===== config.mk =====
export PLATFORM = sky130hd
export DESIGN_NAME = scancode_to_ascii_fifo_top
export DESIGN_NICKNAME = d
export VERILOG_FILES = /design/src/design/sc2a_pkg.sv /design/src/design/scancode_to_ascii_fifo_top.sv /design/src/design/sc2a_ram.sv /design/src/design/sc2a_ctrl.sv /design/src/design/sc2a_skid.sv
export SDC_FILE = /design/constraint.sdc
export NUM_CORES = 2
export LEC_CHECK = 0
export BUFFER_PORTS_ARGS = -buffer_cell sky130_fd_sc_hd__buf_4
export CAP_MARGIN = 10
export CORE_AREA = 2 2 332 334
export CTS_CLUSTER_DIAMETER = 150
export DETAILED_ROUTE_END_ITERATION = 6
export DIE_AREA = 0 0 334 336
export HOLD_SLACK_MARGIN = 0.08
export PLACE_DENSITY_LB_ADDON = 0.05
export SLEW_MARGIN = 0
export SYNTH_ARGS = -nofsm -noshare
export SYNTH_HDL_FRONTEND = slang
export SYNTH_SLANG_ARGS = --single-unit

===== constraint.sdc =====
create_clock -name clk -period 29.5 [get_ports clk]
set_input_delay 5.9 -clock clk [delete_from_list [all_inputs] [get_ports clk]]
set_output_delay 5.9 -clock clk [all_outputs]
set_load 0.01 [all_outputs]

===== src/design/sc2a_pkg.sv =====
`default_nettype none

package sc2a_pkg;

  localparam logic [7:0] SC_LSHIFT_MAKE  = 8'h2A;
  localparam logic [7:0] SC_RSHIFT_MAKE  = 8'h36;
  localparam logic [7:0] SC_LSHIFT_BREAK = 8'hAA;
  localparam logic [7:0] SC_RSHIFT_BREAK = 8'hB6;
  localparam int unsigned SC_TABLE_LEN   = 58;

  localparam logic MODE_SCAN = 1'b0;
  localparam logic MODE_READ = 1'b1;

  localparam int unsigned CHAR_W = 7;

  typedef logic [CHAR_W-1:0] char_t;

  // One result item as it leaves the pipeline
  typedef struct packed {
    logic  overflow;
    logic  available;
    logic  char_valid;
    char_t char_out;
  } res_t;

  localparam char_t PLAIN_MAP [0:SC_TABLE_LEN-1] = '{
    7'h00, 7'h00, 7'h31, 7'h32, 7'h33, 7'h34, 7'h35, 7'h36, 7'h37, 7'h38,
    7'h39, 7'h30, 7'h2D, 7'h3D, 7'h08, 7'h09, 7'h71, 7'h77, 7'h65, 7'h72,
    7'h74, 7'h79, 7'h75, 7'h69, 7'h6F, 7'h70, 7'h5B, 7'h5D, 7'h0A, 7'h00,
    7'h61, 7'h73, 7'h64, 7'h66, 7'h67, 7'h68, 7'h6A, 7'h6B, 7'h6C, 7'h3B,
    7'h27, 7'h60, 7'h00, 7'h5C, 7'h7A, 7'h78, 7'h63, 7'h76, 7'h62, 7'h6E,
    7'h6D, 7'h2C, 7'h2E, 7'h2F, 7'h00, 7'h2A, 7'h00, 7'h20
  };

  localparam char_t UPPER_MAP [0:SC_TABLE_LEN-1] = '{
    7'h00, 7'h00, 7'h21, 7'h40, 7'h23, 7'h24, 7'h25, 7'h5E, 7'h26, 7'h2A,
    7'h28, 7'h29, 7'h5F, 7'h2B, 7'h08, 7'h09, 7'h51, 7'h57, 7'h45, 7'h52,
    7'h54, 7'h59, 7'h55, 7'h49, 7'h4F, 7'h50, 7'h7B, 7'h7D, 7'h0A, 7'h00,
    7'h41, 7'h53, 7'h44, 7'h46, 7'h47, 7'h48, 7'h4A, 7'h4B, 7'h4C, 7'h3A,
    7'h22, 7'h7E, 7'h00, 7'h7C, 7'h5A, 7'h58, 7'h43, 7'h56, 7'h42, 7'h4E,
    7'h4D, 7'h3C, 7'h3E, 7'h3F, 7'h00, 7'h2A, 7'h00, 7'h20
  };

  // Break codes and codes past the table translate to zero
  function automatic char_t sc_lookup(input logic [7:0] code, input logic shifted);
    char_t ch;
    ch = '0;
    if (!code[7] && (code < 8'(SC_TABLE_LEN))) begin
      ch = shifted ? UPPER_MAP[code[5:0]] : PLAIN_MAP[code[5:0]];
    end
    return ch;
  endfunction

endpackage

`default_nettype wire


===== src/design/scancode_to_ascii_fifo_top.sv =====
`default_nettype none

// Set-1 keyboard scancode translator with a character queue. A transaction
// with s_tuser low carries a scancode in s_tdata: shift make/break codes set
// and clear the shift state, other make codes below 58 are translated through
// the US plain or shifted table and a nonzero character is queued; a push
// into a full queue drops the character and flags overflow. A transaction with
// s_tuser high pops one character, or returns char_valid low on an empty
// queue. Every input transaction yields exactly one result. One transaction is
// taken every clock cycle unless the output stalls; its result is registered
// together with the synchronous read of the character RAM and then again in the
// output buffer. The queue holds at most FIFO_DEPTH - 1 characters and its
// RAM needs no clearing after reset.
module scancode_to_ascii_fifo_top
  import sc2a_pkg::*;
#(
  parameter int unsigned FIFO_DEPTH = 256
) (
  input  wire logic        clk,
  input  wire logic        rst,
  input  wire logic        s_tvalid,
  output logic             s_tready,
  input  wire logic [7:0]  s_tdata,   // [7:0] scancode
  input  wire logic        s_tuser,   // [0] mode
  output logic             m_tvalid,
  input  wire logic        m_tready,
  output logic [15:0]      m_tdata,   // [6:0] char_out, [7] available, [8] overflow
  output logic             m_tuser    // [0] char_valid
);

  localparam int unsigned AW = (FIFO_DEPTH > 1) ? $clog2(FIFO_DEPTH) : 1;

  logic          p1_valid;
  logic          p1_ready;
  res_t          p1_res;
  res_t          out_res;
  logic          ram_we;
  logic [AW-1:0] ram_waddr;
  char_t         ram_wdata;
  logic          ram_re;
  logic [AW-1:0] ram_raddr;
  char_t         ram_rdata;

  sc2a_ctrl #(
    .DEPTH (FIFO_DEPTH)
  ) u_ctrl (
    .clk       (clk),
    .rst       (rst),
    .in_valid  (s_tvalid),
    .in_ready  (s_tready),
    .mode      (s_tuser),
    .scancode  (s_tdata),
    .out_valid (p1_valid),
    .out_ready (p1_ready),
    .out_res   (p1_res),
    .ram_we    (ram_we),
    .ram_waddr (ram_waddr),
    .ram_wdata (ram_wdata),
    .ram_re    (ram_re),
    .ram_raddr (ram_raddr),
    .ram_rdata (ram_rdata)
  );

  sc2a_ram #(
    .DEPTH (FIFO_DEPTH)
  ) u_ram (
    .clk   (clk),
    .we    (ram_we),
    .waddr (ram_waddr),
    .wdata (ram_wdata),
    .re    (ram_re),
    .raddr (ram_raddr),
    .rdata (ram_rdata)
  );

  sc2a_skid u_skid (
    .clk       (clk),
    .rst       (rst),
    .in_valid  (p1_valid),
    .in_ready  (p1_ready),
    .in_res    (p1_res),
    .out_valid (m_tvalid),
    .out_ready (m_tready),
    .out_res   (out_res)
  );

  assign m_tdata = {7'b0, out_res.overflow, out_res.available, out_res.char_out};
  assign m_tuser = out_res.char_valid;

  a_ovf_not_read: assert property (@(posedge clk) disable iff (rst)
    m_tvalid |-> !(out_res.overflow && out_res.char_valid))
    else $error("overflow reported on a read result");

  a_ovf_means_full: assert property (@(posedge clk) disable iff (rst)
    (m_tvalid && out_res.overflow) |-> out_res.available)
    else $error("overflow reported while queue not full");

  a_char_nonzero: assert property (@(posedge clk) disable iff (rst)
    (m_tvalid && out_res.char_valid) |-> (out_res.char_out != '0))
    else $error("zero character popped");

  a_stall_has_output: assert property (@(posedge clk) disable iff (rst)
    !s_tready |-> (m_tvalid && p1_valid))
    else $error("input stalled with no pending result");

endmodule

`default_nettype wire


===== src/design/sc2a_ram.sv =====
`default_nettype none

module sc2a_ram
  import sc2a_pkg::*;
#(
  parameter int unsigned DEPTH = 256,
  localparam int unsigned AW = (DEPTH > 1) ? $clog2(DEPTH) : 1
) (
  input  wire logic          clk,
  input  wire logic          we,
  input  wire logic [AW-1:0] waddr,
  input  wire char_t         wdata,
  input  wire logic          re,
  input  wire logic [AW-1:0] raddr,
  output char_t              rdata
);

  char_t mem [0:DEPTH-1];

  always_ff @(posedge clk) begin
    if (we) begin
      mem[waddr] <= wdata;
    end
  end

  // Read data holds until the next read
  always_ff @(posedge clk) begin
    if (re) begin
      rdata <= mem[raddr];
    end
  end

endmodule

`default_nettype wire


===== src/design/sc2a_ctrl.sv =====
`default_nettype none

module sc2a_ctrl
  import sc2a_pkg::*;
#(
  parameter int unsigned DEPTH = 256,
  localparam int unsigned AW = (DEPTH > 1) ? $clog2(DEPTH) : 1
) (
  input  wire logic          clk,
  input  wire logic          rst,
  input  wire logic          in_valid,
  output logic               in_ready,
  input  wire logic          mode,
  input  wire logic [7:0]    scancode,
  output logic               out_valid,
  input  wire logic          out_ready,
  output res_t               out_res,
  output logic               ram_we,
  output logic [AW-1:0]      ram_waddr,
  output char_t              ram_wdata,
  output logic               ram_re,
  output logic [AW-1:0]      ram_raddr,
  input  wire char_t         ram_rdata
);

  localparam logic [AW-1:0] LAST_SLOT = AW'(DEPTH - 1);

  logic          shift_held;
  logic          shift_held_next;
  logic [AW-1:0] rd_ptr;
  logic [AW-1:0] rd_ptr_next;
  logic [AW-1:0] wr_ptr;
  logic [AW-1:0] wr_ptr_next;
  logic          p1_valid;
  logic          p1_char_valid;
  logic          p1_available;
  logic          p1_overflow;

  logic          accept;
  logic          is_scan;
  logic          shift_set;
  logic          shift_clr;
  char_t         ch;
  logic          push_req;
  logic [AW-1:0] wr_inc;
  logic [AW-1:0] rd_inc;
  logic          full;
  logic          empty;
  logic          push;
  logic          pop;

  assign in_ready = !p1_valid || out_ready;
  assign accept   = in_valid && in_ready;

  assign is_scan   = (mode == MODE_SCAN);
  assign shift_set = (scancode == SC_LSHIFT_MAKE) || (scancode == SC_RSHIFT_MAKE);
  assign shift_clr = (scancode == SC_LSHIFT_BREAK) || (scancode == SC_RSHIFT_BREAK);
  assign ch        = sc_lookup(scancode, shift_held);
  assign push_req  = is_scan && !shift_set && !shift_clr && (ch != '0);

  assign wr_inc = (wr_ptr == LAST_SLOT) ? '0 : wr_ptr + 1'b1;
  assign rd_inc = (rd_ptr == LAST_SLOT) ? '0 : rd_ptr + 1'b1;
  assign full   = (wr_inc == rd_ptr);
  assign empty  = (rd_ptr == wr_ptr);

  assign push = accept && push_req && !full;
  assign pop  = accept && !is_scan && !empty;

  always_comb begin
    shift_held_next = shift_held;
    if (accept && is_scan) begin
      if (shift_set) begin
        shift_held_next = 1'b1;
      end else if (shift_clr) begin
        shift_held_next = 1'b0;
      end
    end
  end

  assign wr_ptr_next = push ? wr_inc : wr_ptr;
  assign rd_ptr_next = pop ? rd_inc : rd_ptr;

  // Write and read never hit in the same cycle: one transaction per cycle
  assign ram_we    = push;
  assign ram_waddr = wr_ptr;
  assign ram_wdata = ch;
  assign ram_re    = pop;
  assign ram_raddr = rd_ptr;

  always_ff @(posedge clk) begin
    if (rst) begin
      shift_held <= 1'b0;
      rd_ptr     <= '0;
      wr_ptr     <= '0;
      p1_valid   <= 1'b0;
    end else begin
      shift_held <= shift_held_next;
      rd_ptr     <= rd_ptr_next;
      wr_ptr     <= wr_ptr_next;
      if (accept) begin
        p1_valid <= 1'b1;
      end else if (out_ready) begin
        p1_valid <= 1'b0;
      end
    end
  end

  always_ff @(posedge clk) begin
    if (accept) begin
      p1_char_valid <= pop;
      p1_available  <= (rd_ptr_next != wr_ptr_next);
      p1_overflow   <= accept && push_req && full;
    end
  end

  assign out_valid           = p1_valid;
  assign out_res.char_out    = p1_char_valid ? ram_rdata : '0;
  assign out_res.char_valid  = p1_char_valid;
  assign out_res.available   = p1_available;
  assign out_res.overflow    = p1_overflow;

endmodule

`default_nettype wire


===== src/design/sc2a_skid.sv =====
`default_nettype none

module sc2a_skid
  import sc2a_pkg::*;
(
  input  wire logic clk,
  input  wire logic rst,
  input  wire logic in_valid,
  output logic      in_ready,
  input  wire res_t in_res,
  output logic      out_valid,
  input  wire logic out_ready,
  output res_t      out_res
);

  logic spare_valid;
  res_t spare;
  logic in_fire;
  logic out_free;

  assign in_ready = !spare_valid;
  assign in_fire  = in_valid && !spare_valid;
  assign out_free = !out_valid || out_ready;

  always_ff @(posedge clk) begin
    if (rst) begin
      out_valid   <= 1'b0;
      spare_valid <= 1'b0;
    end else if (out_free) begin
      if (spare_valid) begin
        out_valid   <= 1'b1;
        spare_valid <= 1'b0;
      end else begin
        out_valid <= in_fire;
      end
    end else if (in_fire) begin
      spare_valid <= 1'b1;
    end
  end

  // Park the incoming result in the spare slot while the output stalls
  always_ff @(posedge clk) begin
    if (out_free) begin
      out_res <= spare_valid ? spare : in_res;
    end else if (in_fire) begin
      spare <= in_res;
    end
  end

endmodule

`default_nettype wire

# == Yosys cells after proc, flatten, opt, wreduce, memory -nomap -nowiden ==
# Memory sizes are Yosys's and may differ from the RTL's. A register that Yosys moved wholly into a read port is not among the register bits.
# Cells that the tools add are included.
# word_totals
reg_bits,43
ram_bits,1792
mem_bits_ro,896
memories,3
# mem_list
memory,words,word_bits,rd,rd_clocked_by_memory_dff,write_ports,line,rtl
u_ram.mem,256,7,1,1,1,sc2a_ram.sv:18,char_t mem [0:DEPTH-1];
(no name shown),64,7,1,0,0,sc2a_pkg.sv:49,ch = shifted ? UPPER_MAP[code[5:0]] : PLAIN_MAP[code[5:0]];
(no name shown),64,7,1,0,0,sc2a_pkg.sv:49,
# op_classes
n_addsub,2
magnitude_cmp,2
eq_ne,10
muxes,19
n_bitwise,3
reduce_logical,29
# ops
op,count
$mux 7,7
$eq 8x8->1 const B,4
$mux 8,4
$add 8x1->8 const B,2
$eq 8x6->1 const B,2
$eq 8x8->1,2
$logic_and 1x1->1,12
$mux 10,1
$logic_not 1->1,8
$lt 8x6->1 const B,1
$ne 8x8->1,1
$ge 7x7->1 const B,1
$mux 1,7
$not 6->7,1
$reduce_bool 7->1,1
$logic_or 1x1->1,4
$reduce_and 2->1,2
$ne 2x2->1 const B,1
$not 1->1,2
$reduce_bool 2->1,1
$reduce_or 2->1,1

# == Logic depth before layout (Yosys ltp) ==
# depth
depth_word,12
ltp_mapped,15
depth_no_buf,11

# == Modules after synthesis ==
# From an unflattened synthesis, not the netlist that was laid out.
# unflattened
cells_unflattened,3811
area_unflattened_um2,74097.3
# by_module_without_submodules
mod,n_inst,cells_each,area_per_inst_um2,seq_area_each_um2
sc2a_ram,1,3381,70267.4,54021.8
sc2a_ctrl,1,383,2949.1,450.4
sc2a_skid,1,39,824.5,640.6
scancode_to_ascii_fifo_top,1,8,56.3,0.0

# == Least setup slack after synthesis ==
# OpenSTA, ideal clock, no wires.
# synth_path
kind,in2reg
from,in s_tdata[0]
to,mem u_ram.mem[202][0] (netlist bit) (enable)
arrival_ns,19.433
t_required_ns,29.140
slack_ns,9.707
stages,14
path_buffers,3
path_cell_list,clkbuf_1 -> inv_1 -> ha_1 -> nand2b_1 -> a31oi_1 -> a221oi_1 -> o311ai_1 -> o311a_1 -> a21oi_2 -> nor2_4 -> buf_4 -> nand4b_2 -> buf_2 -> nor2_1
# synth_between
elab_chain_cells,12
# synth_rtl
item,line,rtl
"start, declared",scancode_to_ascii_fifo_top.sv:23,"input wire logic [7:0] s_tdata,"
$not 6->7 (not written as such),sc2a_pkg.sv:49,
$mem_v2 64x7,--,
$mux 7 (not written as such) (2 in series),sc2a_pkg.sv:49,
$mux 7,sc2a_pkg.sv:49,
$mux 7 (*),sc2a_pkg.sv:48,if (!code[7] && (code < 8'(SC_TABLE_LEN))) begin
net ram_wdata[0],scancode_to_ascii_fifo_top.sv:39,char_t ram_wdata;
$reduce_bool 7->1 (*),sc2a_ctrl.sv:59,assign push_req = is_scan && !shift_set && !shift_clr && (ch != '0);
$logic_and 1x1->1 (*),sc2a_ctrl.sv:59,
$logic_and 1x1->1 (*) (2 in series),sc2a_ctrl.sv:66,assign push = accept && push_req && !full;
$mux 1 (*),sc2a_ram.sv:21,if (we) begin
$mux 1 (not written as such) (*),sc2a_ram.sv:22,mem[waddr] <= wdata;
"end, declared",sc2a_ram.sv:18,
# The timed path passes the listed nets; every way through them passes the cells marked *. The select of a mux whose other input is x is not followed.

# == Final worst setup path ==
# layout_path
from,in s_tdata[1]
to,mem u_ram.mem[237][6] (netlist bit) (enable)
# The elaborated chain is that of the path after synthesis.

==> run summary <==
## Worst setup path
* register-to-register setup slack: 23.53 ns
* Reg2Reg Capture Point: u_ram.rdata[0]$_DFFE_PP_
* data arrival time of the worst path: 11.09 ns
* reg2reg path depth: 8
* Worst EP required: 29.90 ns
* critical path start-end classification: input port to flop
* Critical Path Fanout Max: 82
* CP startpoint: s_tdata[1]
* startpoint of the most critical register-to-register path: u_ctrl.ram_raddr[0]$_SDFF_PP0_
* Setup crit end kind: flop
* crit start category: input port
* termination of the worst setup path: u_ram.mem[237][6]$_DFFE_PP_

## Routing
* residual antenna-violating net count after detailed routing: 0
* per-cell via count in the routed design: 7.253
* DRC violation count after routing: 0
* final WL: 175500 um
* detailed-route wire length per cell: 35.49 um
* violation count after the first detailed-route iteration: 5284
* Via Count: 35870
* number of search-and-repair iterations in the first detailed-routing pass: 5

## Power
* VDD IR max: 0.00006035 V
* clock network fraction of total power: 0.421
* power per unit of standard cell area: 64.79 mW/mm^2
* part of the total power dissipated in sequential elements: 0.552
* net switching share of the total power: 0.1994
* relative contribution of combinational cells to total power: 0.027
* sum of internal, switching and leakage power: 5.217 mW
* power dissipated by switching net loads: 1.040 mW
* LEAKAGE: 24.17 nW
* Int Power: 4.177 mW

## Floorplanning
* Die X-Extent: 334 um
* std cell rows: 121
* Die Ht: 336 um
* core area: 0.1084 sq mm
* number of I/O pins: 32
* floorplan die area: 0.1122 sq mm
* initial core utilization: 0.6767

## Placement
* post-detailed-placement half-perimeter wirelength: 98960 um
* placed cell area: 0.07495 sq mm
* routability cong.: 0.8497
* Port Buf Inserts: 24

## Cells and area
* Sequential Area: 0.05513 sq mm
* growth of design area from synthesis to finish: 9.763%
* fill cell instance count of the final layout: 5778
* most common cell after layout, fill and taps aside: sky130_fd_sc_hd__edfxtp_1
* multi-input logic area: 0.01731 sq mm
* number of antenna cells inserted: 0
* final cell area excluding filler cells: 0.08052 sq mm
* Util after Layout: 0.7428
* total number of nets in the final design: 3420
* commonest cells after routing, fill and taps aside: sky130_fd_sc_hd__edfxtp_1 (1822), sky130_fd_sc_hd__mux4_2 (593), sky130_fd_sc_hd__nor2_1 (305)
* fraction of layout cells with a size suffix above 1: 0.2747

## Timing
* slew at the pin closest to its max-slew limit: 1.207 ns
* top achievable clock speed: 93.54 MHz
* count of endpoints failing setup in the final report: 0
* total count of max-transition violations in the final report: 0
* RSZ-0062 raised after global routing: false
* Sum Neg Setup Slack: 0 ns
* worst hold slack: 0.4609 ns
* time the final worst path needs with I/O delays and setup: 10.69 ns
* Worst Skew: 0.03023 ns
* Tcrit/Tclk final: 0.3624
* final number of hold-violating endpoints: 0
* worst rel slew slack: 0.1956

## Synth
* netlist area before placement: 0.07336 sq mm
* average size of a mapped cell: 21.94 sq um
* area fraction of the dominant cell type after synthesis: 0.7458
* share of synthesized cell area in full adder, half adder and majority cells: 0.002900
* top_reg_cell synth: sky130_fd_sc_hd__edfxtp_1
* sequential fraction of the synthesis area: 0.7513
* Netlist cell types: 74
* mux contribution to synthesized area: 0.1863
* share of synthesized flip-flops with an asynchronous set or reset: 0
* count of flip-flops with a built-in enable after synthesis: 1822
* dominant combinational cell family by area after synthesis: multiplexers
* dominant cell type by area after synthesis: sky130_fd_sc_hd__edfxtp_1
* total of flip-flops plus latches after synthesis: 1842
* simple-gate share of the synthesized area: 0.03031
* total number of yosys warnings: 0
* biggest area contributors in the synthesized netlist: sky130_fd_sc_hd__edfxtp_1 (75%), sky130_fd_sc_hd__mux4_2 (18%), sky130_fd_sc_hd__nor2_1 (1.6%)
* Synth Area in Compound Gates: 0.01158
* synthesized instance count: 3343
* share of the synthesized netlist area taken by xor and xnor gates: 0.003224

## Global route
* total overflow reported by the global router: 0
* largest net degree at the start of global routing: 197
* number of antenna violations at the first check in global routing: 4
* wire length of the first global-routing pass: 255400 um
* via count of the first global-routing pass: 35560
* overall routing resource usage: 0.3225

## CTS
* Clock Sinks: 1842
* Resize count post-CTS: 0
* Post-CTS Hold Buffers: 0
* Root Driver: sky130_fd_sc_hd__clkbuf_16
* buffer count from post-CTS setup fixing: 0
* Num CTS Buffers: 174
* Clock transition at path regs: 0.06 ns
* CTS tree: done
* depth of the CTS H-tree: 4
* worst skew pair latency: 0.80 ns
* Bufs on Longest Clock Path: 3

## Hold path
* worst min-delay path class: flop to flop

## Flow run
* number of violations of the max-capacitance limit: 0

## Status
* run status: finished, final reports clean

==> cell type report <==
| class | count | area share |
|---|---|---|
| clock buffers | 219 | 0.05829 |
| well taps | 1414 | 0.02197 |
| clock inverters | 98 | 0.01085 |
| multi-input cells | 1275 | 0.2150 |
| flip-flops and latches | 1842 | 0.6847 |
| inverters | 16 | 0.0007459 |
| repair buffers | 81 | 0.008484 |
==> sequential cells by signal, indices dropped and copies added, names as in the netlist <==
register              count
u_ctrl.out_valid          1
u_ctrl.p1_available       1
u_ctrl.p1_char_valid      1
u_ctrl.p1_overflow        1
u_ctrl.ram_raddr          8
u_ctrl.ram_waddr          8
u_ctrl.shift_held         1
u_ram.mem              1792
u_ram.rdata               7
u_skid.out_res           10
u_skid.out_valid          1
u_skid.spare             10
u_skid.spare_valid        1
==> cells by family after synthesis <==
logic type	Yosys count
muxes	622
adders and majority gates	17
and+or+nand+nor	479
other	1
DFF	1842
buffers and inverters	232
xor gates and xnor gates	27
AOI/OAI and AO/OA	123
==> per-layer routing <==
metal | global-route usage | routed length (um) | up-vias
li1 | - | - | 14130
met1 | 0.4797 | 66520 | 18910
met2 | 0.4965 | 84260 | 2495
met3 | 0.07099 | 19230 | 325
met4 | 0.09488 | 5451 | 6
met5 | 0 | 42 | -
==> cell usage after synthesis, drive strengths merged (4+ instances only) <==
| cell | n |
|---|---|
| dfxtp | 20 |
| nand4b | 10 |
| nor4 | 8 |
| mux2 | 15 |
| nand3 | 19 |
| nor2 | 307 |
| o311ai | 5 |
| o2111ai | 4 |
| mux4 | 593 |
| inv | 15 |
| xor2 | 18 |
| or4 | 4 |
| a22oi | 5 |
| edfxtp | 1822 |
| o221ai | 4 |
| a211oi | 6 |
| xnor2 | 9 |
| buf | 115 |
| o21ai | 20 |
| nor3b | 5 |
| nand4 | 13 |
| a21oi | 28 |
| mux2i | 14 |
| a31oi | 9 |
| nor3 | 11 |
| and2 | 12 |
| clkbuf | 101 |
| o211ai | 5 |
| nand2b | 12 |
| nand2 | 36 |
| and3 | 5 |
| or2 | 8 |
| nor2b | 16 |
| o31ai | 5 |
| ha | 17 |
==> worst min path at each step <==
stage                                        startpoint                         to  slack, ns  depth (start not counted)
after floorplan           u_ctrl.p1_available$_DFFE_PP_  u_skid.spare[8]$_DFFE_PP_       0.42                          0
after global placement    u_ctrl.p1_available$_DFFE_PP_  u_skid.spare[8]$_DFFE_PP_       0.43                          0
after detailed placement  u_ctrl.p1_available$_DFFE_PP_  u_skid.spare[8]$_DFFE_PP_       0.44                          0
after CTS                 u_ctrl.p1_available$_DFFE_PP_  u_skid.spare[8]$_DFFE_PP_       0.46                          0
final                      u_ctrl.p1_overflow$_DFFE_PP_  u_skid.spare[9]$_DFFE_PP_       0.46                          0
after global routing      u_ctrl.p1_available$_DFFE_PP_  u_skid.spare[8]$_DFFE_PP_       0.48                          0
==> power by group through the flow <==
stage	Clock [mW]	Sequential (mW)	Combinational, mW
2_1_floorplan	0	2.95	0.0875
3_3_place_gp	0	2.94	0.136
3_5_place_dp	0	2.94	0.139
4_1_cts	2.21	2.88	0.140
5_1_grt	2.31	2.88	0.148
6_report	2.20	2.88	0.139
==> worst max-delay path, cell delays in order <==
cell and delay (ns):
sky130_fd_sc_hd__buf_4 0.18, sky130_fd_sc_hd__inv_1 0.21, sky130_fd_sc_hd__ha_1 0.31, sky130_fd_sc_hd__nor2b_1 0.27, sky130_fd_sc_hd__o22ai_1 0.11, sky130_fd_sc_hd__a221oi_1 0.36
sky130_fd_sc_hd__o221a_4 0.96, sky130_fd_sc_hd__o311a_1 0.29, sky130_fd_sc_hd__a21oi_2 0.10, sky130_fd_sc_hd__nor2_4 0.43, sky130_fd_sc_hd__nand4_1 0.81, sky130_fd_sc_hd__buf_4 0.54
sky130_fd_sc_hd__nor2_1 0.55
==> metrics by stage <==
step	setup slack (ns)	std cells
2_1_floorplan	9.707	3349
3_3_place_gp	18.30	4628
3_5_place_dp	18.10	4628
5_1_grt	18.57	4945
4_1_cts	18.93	4945
6_report	18.81	4945
Power figures use the tool's default switching activity.
